### src/hdl/swpt_pkg.sv
// ----------------------------------------------------------------------------
// Sliding window p95 tracker package
// Widths, rank arithmetic constants and controller/datapath link types.
// ----------------------------------------------------------------------------
`default_nettype none

package swpt_pkg;

  // window depth, power of two
  localparam int WINDOW   = 4096;
  localparam int IDX_W    = $clog2(WINDOW);
  localparam int CNT_W    = IDX_W + 1;
  localparam int SAMPLE_W = 24;

  // rank = ceil(PCT_NUM * n / PCT_DEN) - 1
  localparam int PCT_NUM  = 19;
  localparam int PCT_DEN  = 20;
  localparam int NUM_W    = CNT_W + 5;
  localparam int RECIP_SH = NUM_W + 5;
  localparam int RECIP_W  = RECIP_SH - 4;
  localparam int RECIP    = (2 ** RECIP_SH + PCT_DEN - 1) / PCT_DEN;
  localparam int PROD_W   = NUM_W + RECIP_W;

  typedef struct packed {
    logic load;
    logic ring_rd;
    logic ring_wr;
    logic scan_start;
    logic scan_del;
    logic scan_ins;
    logic del_end;
    logic tail_wr;
    logic rank_calc;
    logic p95_rd;
    logic out_load;
  } cmd_t;

  typedef struct packed {
    logic full;
    logic scan_done;
  } stat_t;

endpackage

`default_nettype wire

### src/hdl/swpt_ctrl.sv
// ----------------------------------------------------------------------------
// Sliding window p95 tracker controller
// Sequences ring update, delete and insert passes, rank lookup and result.
// ----------------------------------------------------------------------------
`default_nettype none

module swpt_ctrl (
  input  logic           clk_i,
  input  logic           rst_ni,
  input  logic           in_valid_i,
  output logic           in_ready_o,
  output logic           out_valid_o,
  input  logic           out_ready_i,
  output swpt_pkg::cmd_t cmd_o,
  input  swpt_pkg::stat_t stat_i
);
  import swpt_pkg::*;

  typedef enum logic [7:0] {
    S_IDLE    = 8'b0000_0001,
    S_RING_RD = 8'b0000_0010,
    S_RING_WR = 8'b0000_0100,
    S_DEL     = 8'b0000_1000,
    S_INS     = 8'b0001_0000,
    S_RANK    = 8'b0010_0000,
    S_P95     = 8'b0100_0000,
    S_OUT     = 8'b1000_0000
  } state_e;

  state_e state_q, state_d;
  logic   out_valid_q, out_valid_d;
  logic   out_free;

  assign out_free    = !out_valid_q || out_ready_i;
  assign in_ready_o  = (state_q == S_IDLE);
  assign out_valid_o = out_valid_q;

  always_comb begin
    state_d     = state_q;
    out_valid_d = out_valid_q && !out_ready_i;
    cmd_o       = '0;
    case (state_q)
      S_IDLE: begin
        if (in_valid_i) begin
          cmd_o.load = 1'b1;
          state_d    = S_RING_RD;
        end
      end
      S_RING_RD: begin
        cmd_o.ring_rd = 1'b1;
        state_d       = S_RING_WR;
      end
      S_RING_WR: begin
        cmd_o.ring_wr    = 1'b1;
        cmd_o.scan_start = 1'b1;
        state_d          = stat_i.full ? S_DEL : S_INS;
      end
      S_DEL: begin
        cmd_o.scan_del = 1'b1;
        if (stat_i.scan_done) begin
          cmd_o.del_end    = 1'b1;
          cmd_o.scan_start = 1'b1;
          state_d          = S_INS;
        end
      end
      S_INS: begin
        cmd_o.scan_ins = 1'b1;
        if (stat_i.scan_done) begin
          cmd_o.tail_wr = 1'b1;
          state_d       = S_RANK;
        end
      end
      S_RANK: begin
        cmd_o.rank_calc = 1'b1;
        state_d         = S_P95;
      end
      S_P95: begin
        cmd_o.p95_rd = 1'b1;
        state_d      = S_OUT;
      end
      S_OUT: begin
        if (out_free) begin
          cmd_o.out_load = 1'b1;
          out_valid_d    = 1'b1;
          state_d        = S_IDLE;
        end
      end
      default: begin
        state_d = S_IDLE;
      end
    endcase
  end

  always_ff @(posedge clk_i or negedge rst_ni) begin
    if (!rst_ni) begin
      state_q     <= S_IDLE;
      out_valid_q <= 1'b0;
    end else begin
      state_q     <= state_d;
      out_valid_q <= out_valid_d;
    end
  end

endmodule

`default_nettype wire

### config.mk
export PLATFORM = sky130hd
export DESIGN_NAME = swpt_ctrl
export DESIGN_NICKNAME = d
export VERILOG_FILES = /design/src/hdl/swpt_pkg.sv /design/src/hdl/swpt_ctrl.sv
export SDC_FILE = /design/constraint.sdc
export NUM_CORES = 1
export LEC_CHECK = 0
export ABC_AREA = 1
export BUFFER_PORTS_ARGS = -buffer_cell sky130_fd_sc_hd__buf_2
export CAP_MARGIN = 0
export CORE_AREA = 8 8 45 47
export DETAILED_ROUTE_END_ITERATION = 7
export DIE_AREA = 0 0 53 55
export GPL_TIMING_DRIVEN = 1
export PLACE_DENSITY_LB_ADDON = 0.1
export SLEW_MARGIN = 20
export SYNTH_ARGS = -nofsm -noshare
export SYNTH_HDL_FRONTEND = slang
export SYNTH_SLANG_ARGS = --single-unit
### constraint.sdc
create_clock -name clk_i -period 1.6 [get_ports clk_i]
set_clock_uncertainty 0.1 [all_clocks]
set_input_delay 0.16 -clock clk_i [delete_from_list [all_inputs] [get_ports clk_i]]
set_output_delay 0.16 -clock clk_i [all_outputs]
set_load 0.005 [all_outputs]
==> results of run 1 <==
-- power by group --
| group | leakage, nW | internal (mW) | switching [mW] |
|---|---|---|---|
| clock network | 0.0150 | 0.0968 | 0.0945 |
| logic | 0.420 | 0.366 | 0.443 |
| registers | 0.119 | 0.281 | 0.0442 |
| total | 0.553 | 0.744 | 0.582 |
-- through the flow --
step	instance area, um2	worst slack [ns]	hold WS, ns
2_1_floorplan	592	0.302	-0.236
3_3_place_gp	702	0.210	-0.0744
6_report	980	-0.0339	0.0789
3_5_place_dp	702	0.193	-0.0729
4_1_cts	860	-0.0275	0.0505
5_1_grt	980	-0.0934	0.0811
-- registers in the layout, summed over array words and instances (netlist names) --
| name | cells |
|---|---|
| state_q | 8 |
| out_valid_o | 1 |
-- metal layers --
metal / part of all wire, % / routed length (um) / GRT usage (%)
met5: 0 / 0 / 0
met3: 5.0 / 91 / 4.55
met1: 40 / 733 / 13.3
met4: 1.8 / 33 / 6.47
met2: 53 / 964 / 22.7
-- worst paths after layout --
kind,startpoint,end,slack (ns),cells past startpoint
setup reg to reg,state_q[0],state_q[0],0.01,10
hold / removal,in_valid_i,state_q[0],0.08,4
setup / recovery,state_q[0],cmd_o[0],-0.03,7
min in group asynchronous,rst_ni,out_valid_o,0.17,2
max in group asynchronous,rst_ni,state_q[0],0.98,2
hold reg to reg,out_valid_o,out_valid_o,0.47,2
-- critical path: cells and delay by family, from the launching register on --
family	cells	cell delay, ns
flip-flops	1	0.56
buffers and inverters	3	0.29
AND/OR/NAND/NOR	4	0.24
-- cells in the mapped netlist --
cell     instances  area share (%)
nor2_1          17              11
inv_1           16              10
nand2_1         15             9.5
dfrtp_1          8              34
nor2_4           5             9.5
nand2_2          4             4.2
nand3_1          3             2.5
nor3_1           3             2.5
o21ai_0          3             2.5
nand3_2          2             3.4
nor2_2           2             2.1
dfstp_2          1             4.4
inv_2            1            0.63
nand2_4          1             1.9
nand4_1          1             1.1
o21ai_1          1            0.84
-- timing repair --
action                                  in CTS  in global routing
buffers inserted                             9                  6
hold buffers                                 3                  0
endpoints found under the setup margin       4                 13
pin swaps                                    7                 11
endpoints found under the hold margin       11                  0
resized for setup                           12                 19
-- cells by family (layout without fill, tap and decap cells) --
group / after synthesis / after routing / synth area share (%)
and+or+nand+nor: 53 / 53 / 47.6
buffers and inverters: 17 / 57 / 10.8
AOI/OAI and AO/OA: 4 / 4 / 3.38
DFF: 9 / 9 / 38.3
-- final cells by class --
class	count	area share (%)
Timing Repair Buffer	36	26.2
Clock buffer	4	2.68
Sequential cell	9	23.2
Multi-Input combinational cell	57	38.8
Inverter	17	7.02
Tap cell	16	2.04
==> summary.md, run 1 <==
| Metric | Value |
|---|---|
| Status | `finished, violations left` |
| Failing checks | `setup timing` |
| Util after Layout | `70.8%` |
| CP max-delay cell | `dfstp_2` |
| CP startpoint kind | `flip-flop` |
| Final instance count without filler cells | `139` |
| Arrival @ worst endpoint | `1.37 ns` |
| Fin crit period | `1.63 ns` |
| Clock Pin Slew Worst Setup and Hold Paths | `0.07 ns` |
| Iteration-0 DRC Markers | `7` |
| Commonest cells after routing, fill and taps aside | `buf_2, inv_1, nand2_1, buf_4, nor2_1` |
| CTS Root Cell | `clkbuf_4` |
| Synthesis-stage register bit count | `9` |
| H-Tree Depth | `1` |
| Pin count of the biggest net entering global routing | `10` |
| Area of the multi-input gates | `380 um2` |
| Seq/Total Area, Yosys | `38.3%` |
| Tcrit/Tclk final | `102%` |
| Worst-Margin Slew | `0.221 ns` |
| Crit. End Element | `output port` |
| Fmax | `0.612 GHz` |
| Library cells used by synthesis | `16` |
| Hold Path Class | `in2reg` |
| Setup ws final | `-0.0339 ns` |
| # placed instances | `117` |
| Worst skew pair latency | `0.27 ns` |
| Max incr delay on CP | `0.56 ns` |
| Core area | `1380 um2` |
| CTS Buf Count | `3` |
| Sum of negative setup slack | `-0.0645 ns` |
| Setup violators final | `3` |
| Gate Count Post-Synth | `83` |
| Peak supply drop | `0.909 mV` |
| Drt via density | `4.78` |
| Routability cong. | `0.831` |
| Worst Path Max Fanout | `8` |
| Final Hold Vio Count | `0` |
| # DRC | `0` |
| Slew Limit Fails | `0` |
| Post-Syn Nets | `89` |
| Critical-path cell list | `nor2_4 -> buf_6 -> nand2_8 -> inv_4 -> nand2_4 -> nor2_2 -> buf_2` |
| First-pass GRT wire length | `2780 um` |
| Leakage | `0.553 nW` |
| Crit Path Category | `reg2out` |
| Die outline width | `53 um` |
| Design Power | `1.33 mW` |
| Slew margin rel. | `85.3%` |
| Initial antenna violation count | `0` |
| Average size of a mapped cell | `7.13 um2` |
| I/O pins | `19` |
| Initial Util | `42.8%` |
| Clock sinks | `9` |
| Vias in the first global route | `654` |
| WP data required | `1.34 ns` |
| Routed wire length | `1820 um` |
| ANT nets after route | `0` |
| Area added between synthesis and finish | `65.5%` |
| Row count | `14` |
| Max Root-Sink Buffers | `2` |
| Seq. cell area | `228 um2` |
| Final-layout fill cell count | `110` |
| Most common cell after layout, fill and taps aside | `buf_2` |
| PortBufs | `18` |
| Power Dens Cells | `1350 nW/um2` |
| Max_cap viols | `0` |
| Die area | `2920 um2` |
| Proportion of layout cells with a drive suffix above 1 | `53.7%` |
| First-pass DRT Iterations | `4` |
| Total GRT Usage | `12.9%` |
| Detailed placement HPWL | `1090 um` |
| DIE HEIGHT | `55 um` |
| Final #Nets | `130` |
| Via count | `665` |
| N_diodes | `0` |
| Yosys warns | `0` |
| Overflow after GRT | `0` |
| Routed len/inst | `13.1 um` |
| RSZ-0062 raised after global routing | `yes` |
| CTS tree | `built` |
| Area of the mapped netlist | `592 um2` |
Note: power is estimated with default switching activity, not from simulation.
==> run 2, diff against run 1 <==
--- a/config.mk
+++ b/config.mk
@@ -12,8 +12,9 @@
 export DETAILED_ROUTE_END_ITERATION = 7
 export DIE_AREA = 0 0 53 55
 export GPL_TIMING_DRIVEN = 1
+export MAX_ROUTING_LAYER = met4
 export PLACE_DENSITY_LB_ADDON = 0.1
-export SLEW_MARGIN = 20
+export SLEW_MARGIN = 25
 export SYNTH_ARGS = -nofsm -noshare
 export SYNTH_HDL_FRONTEND = slang
 export SYNTH_SLANG_ARGS = --single-unit
==> run 2 against run 1 <==
Against the previous run: the run still ends with setup timing left; combinational power is 0.5% higher; first-iteration DRC count is 57% higher; count of clock-buffer cells in the layout stayed put; hold slack better by 0.0041 ns; sequential power hardly changed; register-to-register slack hardly changed; global-route usage is 0.39 points higher; utilization is 0.18 points higher; non-clock buffer count stayed put.
==> summary.md, run 2 (synthesis results as in run 1) <==
| Metric | Value |
|---|---|
| Status | `finished, violations left` |
| Failing checks | `setup timing` |
| Routability cong. | `0.844` |
| Drt via density | `4.86` |
| Detailed placement HPWL | `1090 um` |
| Worst-case hold path end point | `state_q[0]` |
| # placed instances | `117` |
| CTS Buf Count | `3` |
| Commonest cells after routing, fill and taps aside | `buf_2, inv_1, nand2_1` |
| Hold Path Class | `in2reg` |
| Row count | `14` |
| CTS Root Cell | `clkbuf_4` |
| Clock sinks | `9` |
| Most common cell after layout, fill and taps aside | `buf_2` |
| Leakage | `0.554 nW` |
| # DRC | `0` |
| Initial antenna violation count | `0` |
| Reg-to-reg setup timing slack | `0.01 ns` |
| Slew margin rel. | `84.6%` |
| Combinational share of power | `61.2%` |
| Total GRT Usage | `13.3%` |
| CP max-delay cell | `dfstp_2` |
| Clk pwr share | `14.2%` |
| Initial Util | `42.8%` |
| Via count | `676` |
| Design Power | `1.33 mW` |
| Area added between synthesis and finish | `66.0%` |
| WP data required | `1.34 ns` |
| Iteration-0 DRC Markers | `11` |
| PortBufs | `18` |
| Die area | `2920 um2` |
| P_sw | `0.582 mW` |
| Tcrit/Tclk final | `102%` |
| Util after Layout | `71.0%` |
| Clock Pin Slew Worst Setup and Hold Paths | `0.07 ns` |
| CP startpoint kind | `flip-flop` |
| RSZ-0062 raised after global routing | `yes` |
| N_diodes | `0` |
| Max_cap viols | `0` |
| Fmax | `0.612 GHz` |
| Routed len/inst | `13.0 um` |
| Proportion of layout cells with a drive suffix above 1 | `53.7%` |
| Largest register FFs | `8` |
| I/O pins | `19` |
| Setup violators final | `3` |
| Routed wire length | `1810 um` |
| Flop pwr share | `24.5%` |
| Final Hold Vio Count | `0` |
| First-pass GRT wire length | `2770 um` |
| FF-to-FF Start | `state_q[0]` |
| Overflow after GRT | `0` |
| DIE HEIGHT | `55 um` |
| Area of the multi-input gates | `385 um2` |
| Hold path startpoint | `in_valid_i` |
| Vias in the first global route | `654` |
| Worst-Margin Slew | `0.231 ns` |
| Crit. End Element | `output port` |
| Crit Path Category | `reg2out` |
| Core area | `1380 um2` |
| Die outline width | `53 um` |
| R2R cell count | `10` |
| Final instance count without filler cells | `139` |
| Power Dens Cells | `1350 nW/um2` |
| Critical-path cell list | `nor2_4 -> buf_6 -> nand2_8 -> inv_4 -> nand2_4 -> nor2_2 -> buf_2` |
| Peak supply drop | `0.908 mV` |
| CTS tree | `built` |
| Seq. cell area | `228 um2` |
| Sw Share | `43.9%` |
| Final #Nets | `130` |
| Slew Limit Fails | `0` |
| Max incr delay on CP | `0.56 ns` |
| Worst skew pair latency | `0.27 ns` |
| H-Tree Depth | `1` |
| Final-layout fill cell count | `109` |
| ANT nets after route | `0` |
| Int Pwr | `0.745 mW` |
| Pin count of the biggest net entering global routing | `10` |
| Worst Path Max Fanout | `8` |
| Biggest register | `state_q` |
| Fin crit period | `1.63 ns` |
| First-pass DRT Iterations | `4` |
| RR Endpoint | `state_q[0]` |
| Max Root-Sink Buffers | `2` |
| Pre-CTS WS | `0.193 ns` |
| Setup ws final | `-0.0339 ns` |
| Hold path depth | `4` |
| Arrival @ worst endpoint | `1.37 ns` |
run 2: cell count changes in the layout (fill, tap and decap cells not counted):
| cell | previous run | this run |
|---|---|---|
| buf_2 | 16 | 17 |
| buf_4 | 12 | 11 |
| nor2_2 | 5 | 4 |
| nor2_4 | 8 | 9 |
run 2: power groups by stage:
stage / sequential [mW] / combinational [mW] / clock, mW
2_1_floorplan: 0.323 / 0.330 / 0
3_3_place_gp: 0.328 / 0.443 / 0
3_5_place_dp: 0.329 / 0.441 / 0
4_1_cts: 0.325 / 0.627 / 0.192
5_1_grt: 0.331 / 0.880 / 0.202
6_report: 0.326 / 0.813 / 0.189
run 2: timing repair:
item / in CTS / in global routing
gates resized for setup: 12 / 20
hold endpoints to repair: 11 / 0
setup endpoints to repair: 4 / 13
buffers inserted: 9 / 6
hold buffers: 3 / 0
pin swaps: 7 / 11
run 2: worst max-delay path, delay by kind of cell, from the launching register on:
| kind | cells | cell delay [ns] |
|---|---|---|
| buffers and inverters | 3 | 0.29 |
| AND/OR/NAND/NOR | 4 | 0.24 |
| flip-flops | 1 | 0.56 |
run 2: how the worst max path moves through the flow:
stage	startpoint	to	slack, ns	depth (start not counted)
after floorplan	state_q[5]	cmd_o[7]	0.30	5
after detailed placement	state_q[5]	cmd_o[7]	0.19	6
final	state_q[0]	cmd_o[0]	-0.03	7
after global placement	state_q[5]	cmd_o[7]	0.21	6
after global routing	state_q[2]	cmd_o[10]	-0.09	6
after CTS	state_q[3]	cmd_o[10]	-0.03	6
run 2: cell type report:
| type | instances | area share, % |
|---|---|---|
| multi-input cells | 57 | 39.2 |
| repair buffers | 36 | 25.9 |
| flip-flops and latches | 9 | 23.2 |
| inverters | 17 | 7.01 |
| clock buffers | 4 | 2.68 |
| well taps | 16 | 2.04 |
run 2: metrics by stage:
step | area (um2) | setup TNS (ns) | hold WS, ns
final | 982 | -0.0638 | 0.0831
after global routing | 982 | -0.529 | 0.0811
after floorplan | 592 | 0 | -0.236
after detailed placement | 702 | 0 | -0.0729
after CTS | 860 | -0.0418 | 0.0505
after global placement | 702 | 0 | -0.0744
run 2: metal layers:
layer	track usage [%]	vias to the layer above	wire, um
li1	-	334	-
met4	6.47	0	33
met1	13.8	311	740
met3	3.74	5	81
met5	-	-	0
met2	22.7	26	953
==> run 3, diff against run 2 <==
--- a/config.mk
+++ b/config.mk
@@ -9,6 +9,7 @@
 export BUFFER_PORTS_ARGS = -buffer_cell sky130_fd_sc_hd__buf_2
 export CAP_MARGIN = 0
 export CORE_AREA = 8 8 45 47
+export CTS_BUF_LIST = sky130_fd_sc_hd__clkbuf_4 sky130_fd_sc_hd__clkbuf_8 sky130_fd_sc_hd__clkbuf_16
 export DETAILED_ROUTE_END_ITERATION = 7
 export DIE_AREA = 0 0 53 55
 export GPL_TIMING_DRIVEN = 1
==> run 3 against run 2 <==
Against the previous run: the flow still finishes with violations (setup timing); register-to-register slack about the same; via count decreased by 3.8%; setup slack improved by 0.0020 ns; critical path depth unchanged; total power increased by 0.56%; hold slack improved by 0.0077 ns; fmax increased by 0.12%; critical endpoint unchanged; largest cell class unchanged.
==> summary.md, run 3 (synthesis results as in run 1) <==
| Metric | Value |
|---|---|
| Row count | `14` |
| Biggest register | `state_q` |
| PortBufs | `18` |
| Power Dens Cells | `1350 nW/um2` |
| Pin count of the biggest net entering global routing | `10` |
| First-pass GRT wire length | `2770 um` |
| CTS Root Cell | `clkbuf_4` |
| Sw Share | `42.9%` |
| Initial antenna violation count | `0` |
| Clock Pin Slew Worst Setup and Hold Paths | `0.06 ns` |
| Tcrit/Tclk final | `102%` |
| WP data required | `1.34 ns` |
| Final #Nets | `130` |
| Max_cap viols | `0` |
| Proportion of layout cells with a drive suffix above 1 | `54.5%` |
| Peak supply drop | `0.881 mV` |
| Area added between synthesis and finish | `66.6%` |
| Combinational share of power | `60.2%` |
| ANT nets after route | `0` |
| Slew Limit Fails | `0` |
| I/O pins | `19` |
| Fmax | `0.613 GHz` |
| Crit. End Element | `output port` |
| H-Tree Depth | `1` |
| Arrival @ worst endpoint | `1.37 ns` |
| Clk pwr share | `15.2%` |
| Crit Path Category | `reg2out` |
| Most common cell after layout, fill and taps aside | `buf_2` |
| Core area | `1380 um2` |
| Total GRT Usage | `13.3%` |
| RSZ-0062 raised after global routing | `yes` |
| Design Power | `1.33 mW` |
| Fin crit period | `1.63 ns` |
| Drt via density | `4.68` |
| CTS Buf Count | `3` |
| Pre-CTS WS | `0.193 ns` |
| Slew margin rel. | `85.3%` |
| Status | `finished, violations left` |
| # DRC | `0` |
| Worst skew pair latency | `0.27 ns` |
| N_diodes | `0` |
| Clock sinks | `9` |
| Setup ws final | `-0.0320 ns` |
| Via count | `650` |
| First-pass DRT Iterations | `3` |
| CTS tree | `built` |
| DP Area | `702 um2` |
| Hold path startpoint | `in_valid_i` |
| Initial Util | `42.8%` |
| Setup violators final | `4` |
| Detailed placement HPWL | `1090 um` |
| Flop pwr share | `24.5%` |
| Final Hold Vio Count | `0` |
| Overflow after GRT | `0` |
| Failing checks | `setup timing` |
| Leakage | `0.557 nW` |
| DIE HEIGHT | `55 um` |
| Die outline width | `53 um` |
| Commonest cells after routing, fill and taps aside | `buf_2, inv_1, nand2_1` |
| Worst-Margin Slew | `0.221 ns` |
| Die area | `2920 um2` |
| Design Area, Final | `986 um2` |
| Routed len/inst | `12.9 um` |
| FF-to-FF Start | `state_q[0]` |
| Max Root-Sink Buffers | `2` |
| Vias in the first global route | `654` |
| Routability cong. | `0.844` |
| Routed wire length | `1790 um` |
| CP startpoint kind | `flip-flop` |
| Iteration-0 DRC Markers | `7` |
| Sum of negative setup slack | `-0.0414 ns` |
| P_sw | `0.573 mW` |
| Crit path launch | `state_q[0]` |
| Largest register FFs | `8` |
| Hold Path Class | `in2reg` |
| Worst Path Max Fanout | `8` |
| Int Pwr | `0.762 mW` |
==> run 3: cell type report <==
class	instances	area (um2)
Timing Repair Buffer	36	254
Inverter	17	68.8
Sequential cell	9	228
Clock buffer	4	30.0
Tap cell	16	20.0
Multi-Input combinational cell	57	385
Fill cell	107	398
==> run 3: repair_timing <==
action	4_1_cts	5_1_grt
setup buffers	9	6
pin swaps	7	11
endpoints found under the hold margin	11	0
setup endpoints to repair	4	13
hold buffers	3	0
gates cloned	0	0
gates resized for setup	12	20
==> run 3: stage by stage <==
stage               hold slack (ns)  utilization, %  std cells
finish                       0.0907            71.2        139
detailed placement          -0.0729            50.7        117
global route                  0.101            71.2        139
CTS                          0.0504            62.4        133
floorplan                    -0.236               -         83
global placement            -0.0744            50.7        117
==> run 3: power by group through the flow <==
stage,combinational [mW],clock [mW],sequential [mW]
2_1_floorplan,0.330,0,0.323
3_3_place_gp,0.443,0,0.328
3_5_place_dp,0.441,0,0.329
4_1_cts,0.626,0.209,0.325
5_1_grt,0.874,0.216,0.332
6_report,0.804,0.203,0.327
==> run 3: worst paths after layout <==
| check | endpoint | slack (ns) | depth (start not counted) |
|---|---|---|---|
| worst max-delay path | cmd_o[0] | -0.03 | 7 |
| worst min-delay path | state_q[0] | 0.09 | 4 |
| worst max register to register | state_q[0] | 0 | 10 |
| worst min register to register | out_valid_o | 0.47 | 2 |
| max in group asynchronous | state_q[0] | 0.97 | 2 |
| min in group asynchronous | state_q[4] | 0.18 | 2 |
==> run 3: layer usage <==
| metal | global-route usage (%) | vias up | part of all wire (%) |
|---|---|---|---|
| met5 | - | - | 0 |
| met4 | 6.47 | 0 | 1.1 |
| met3 | 3.74 | 2 | 2.5 |
| met2 | 22.7 | 12 | 54 |
| met1 | 13.8 | 302 | 42 |
| li1 | - | 334 | - |
==> run 3: critical path: stages (launching register included) <==
cell and delay, ns:
dfstp_2 0.56, nor2_4 0.05, buf_6 0.13, nand2_8 0.10
inv_4 0.04, nand2_4 0.06, nor2_2 0.03, buf_2 0.12
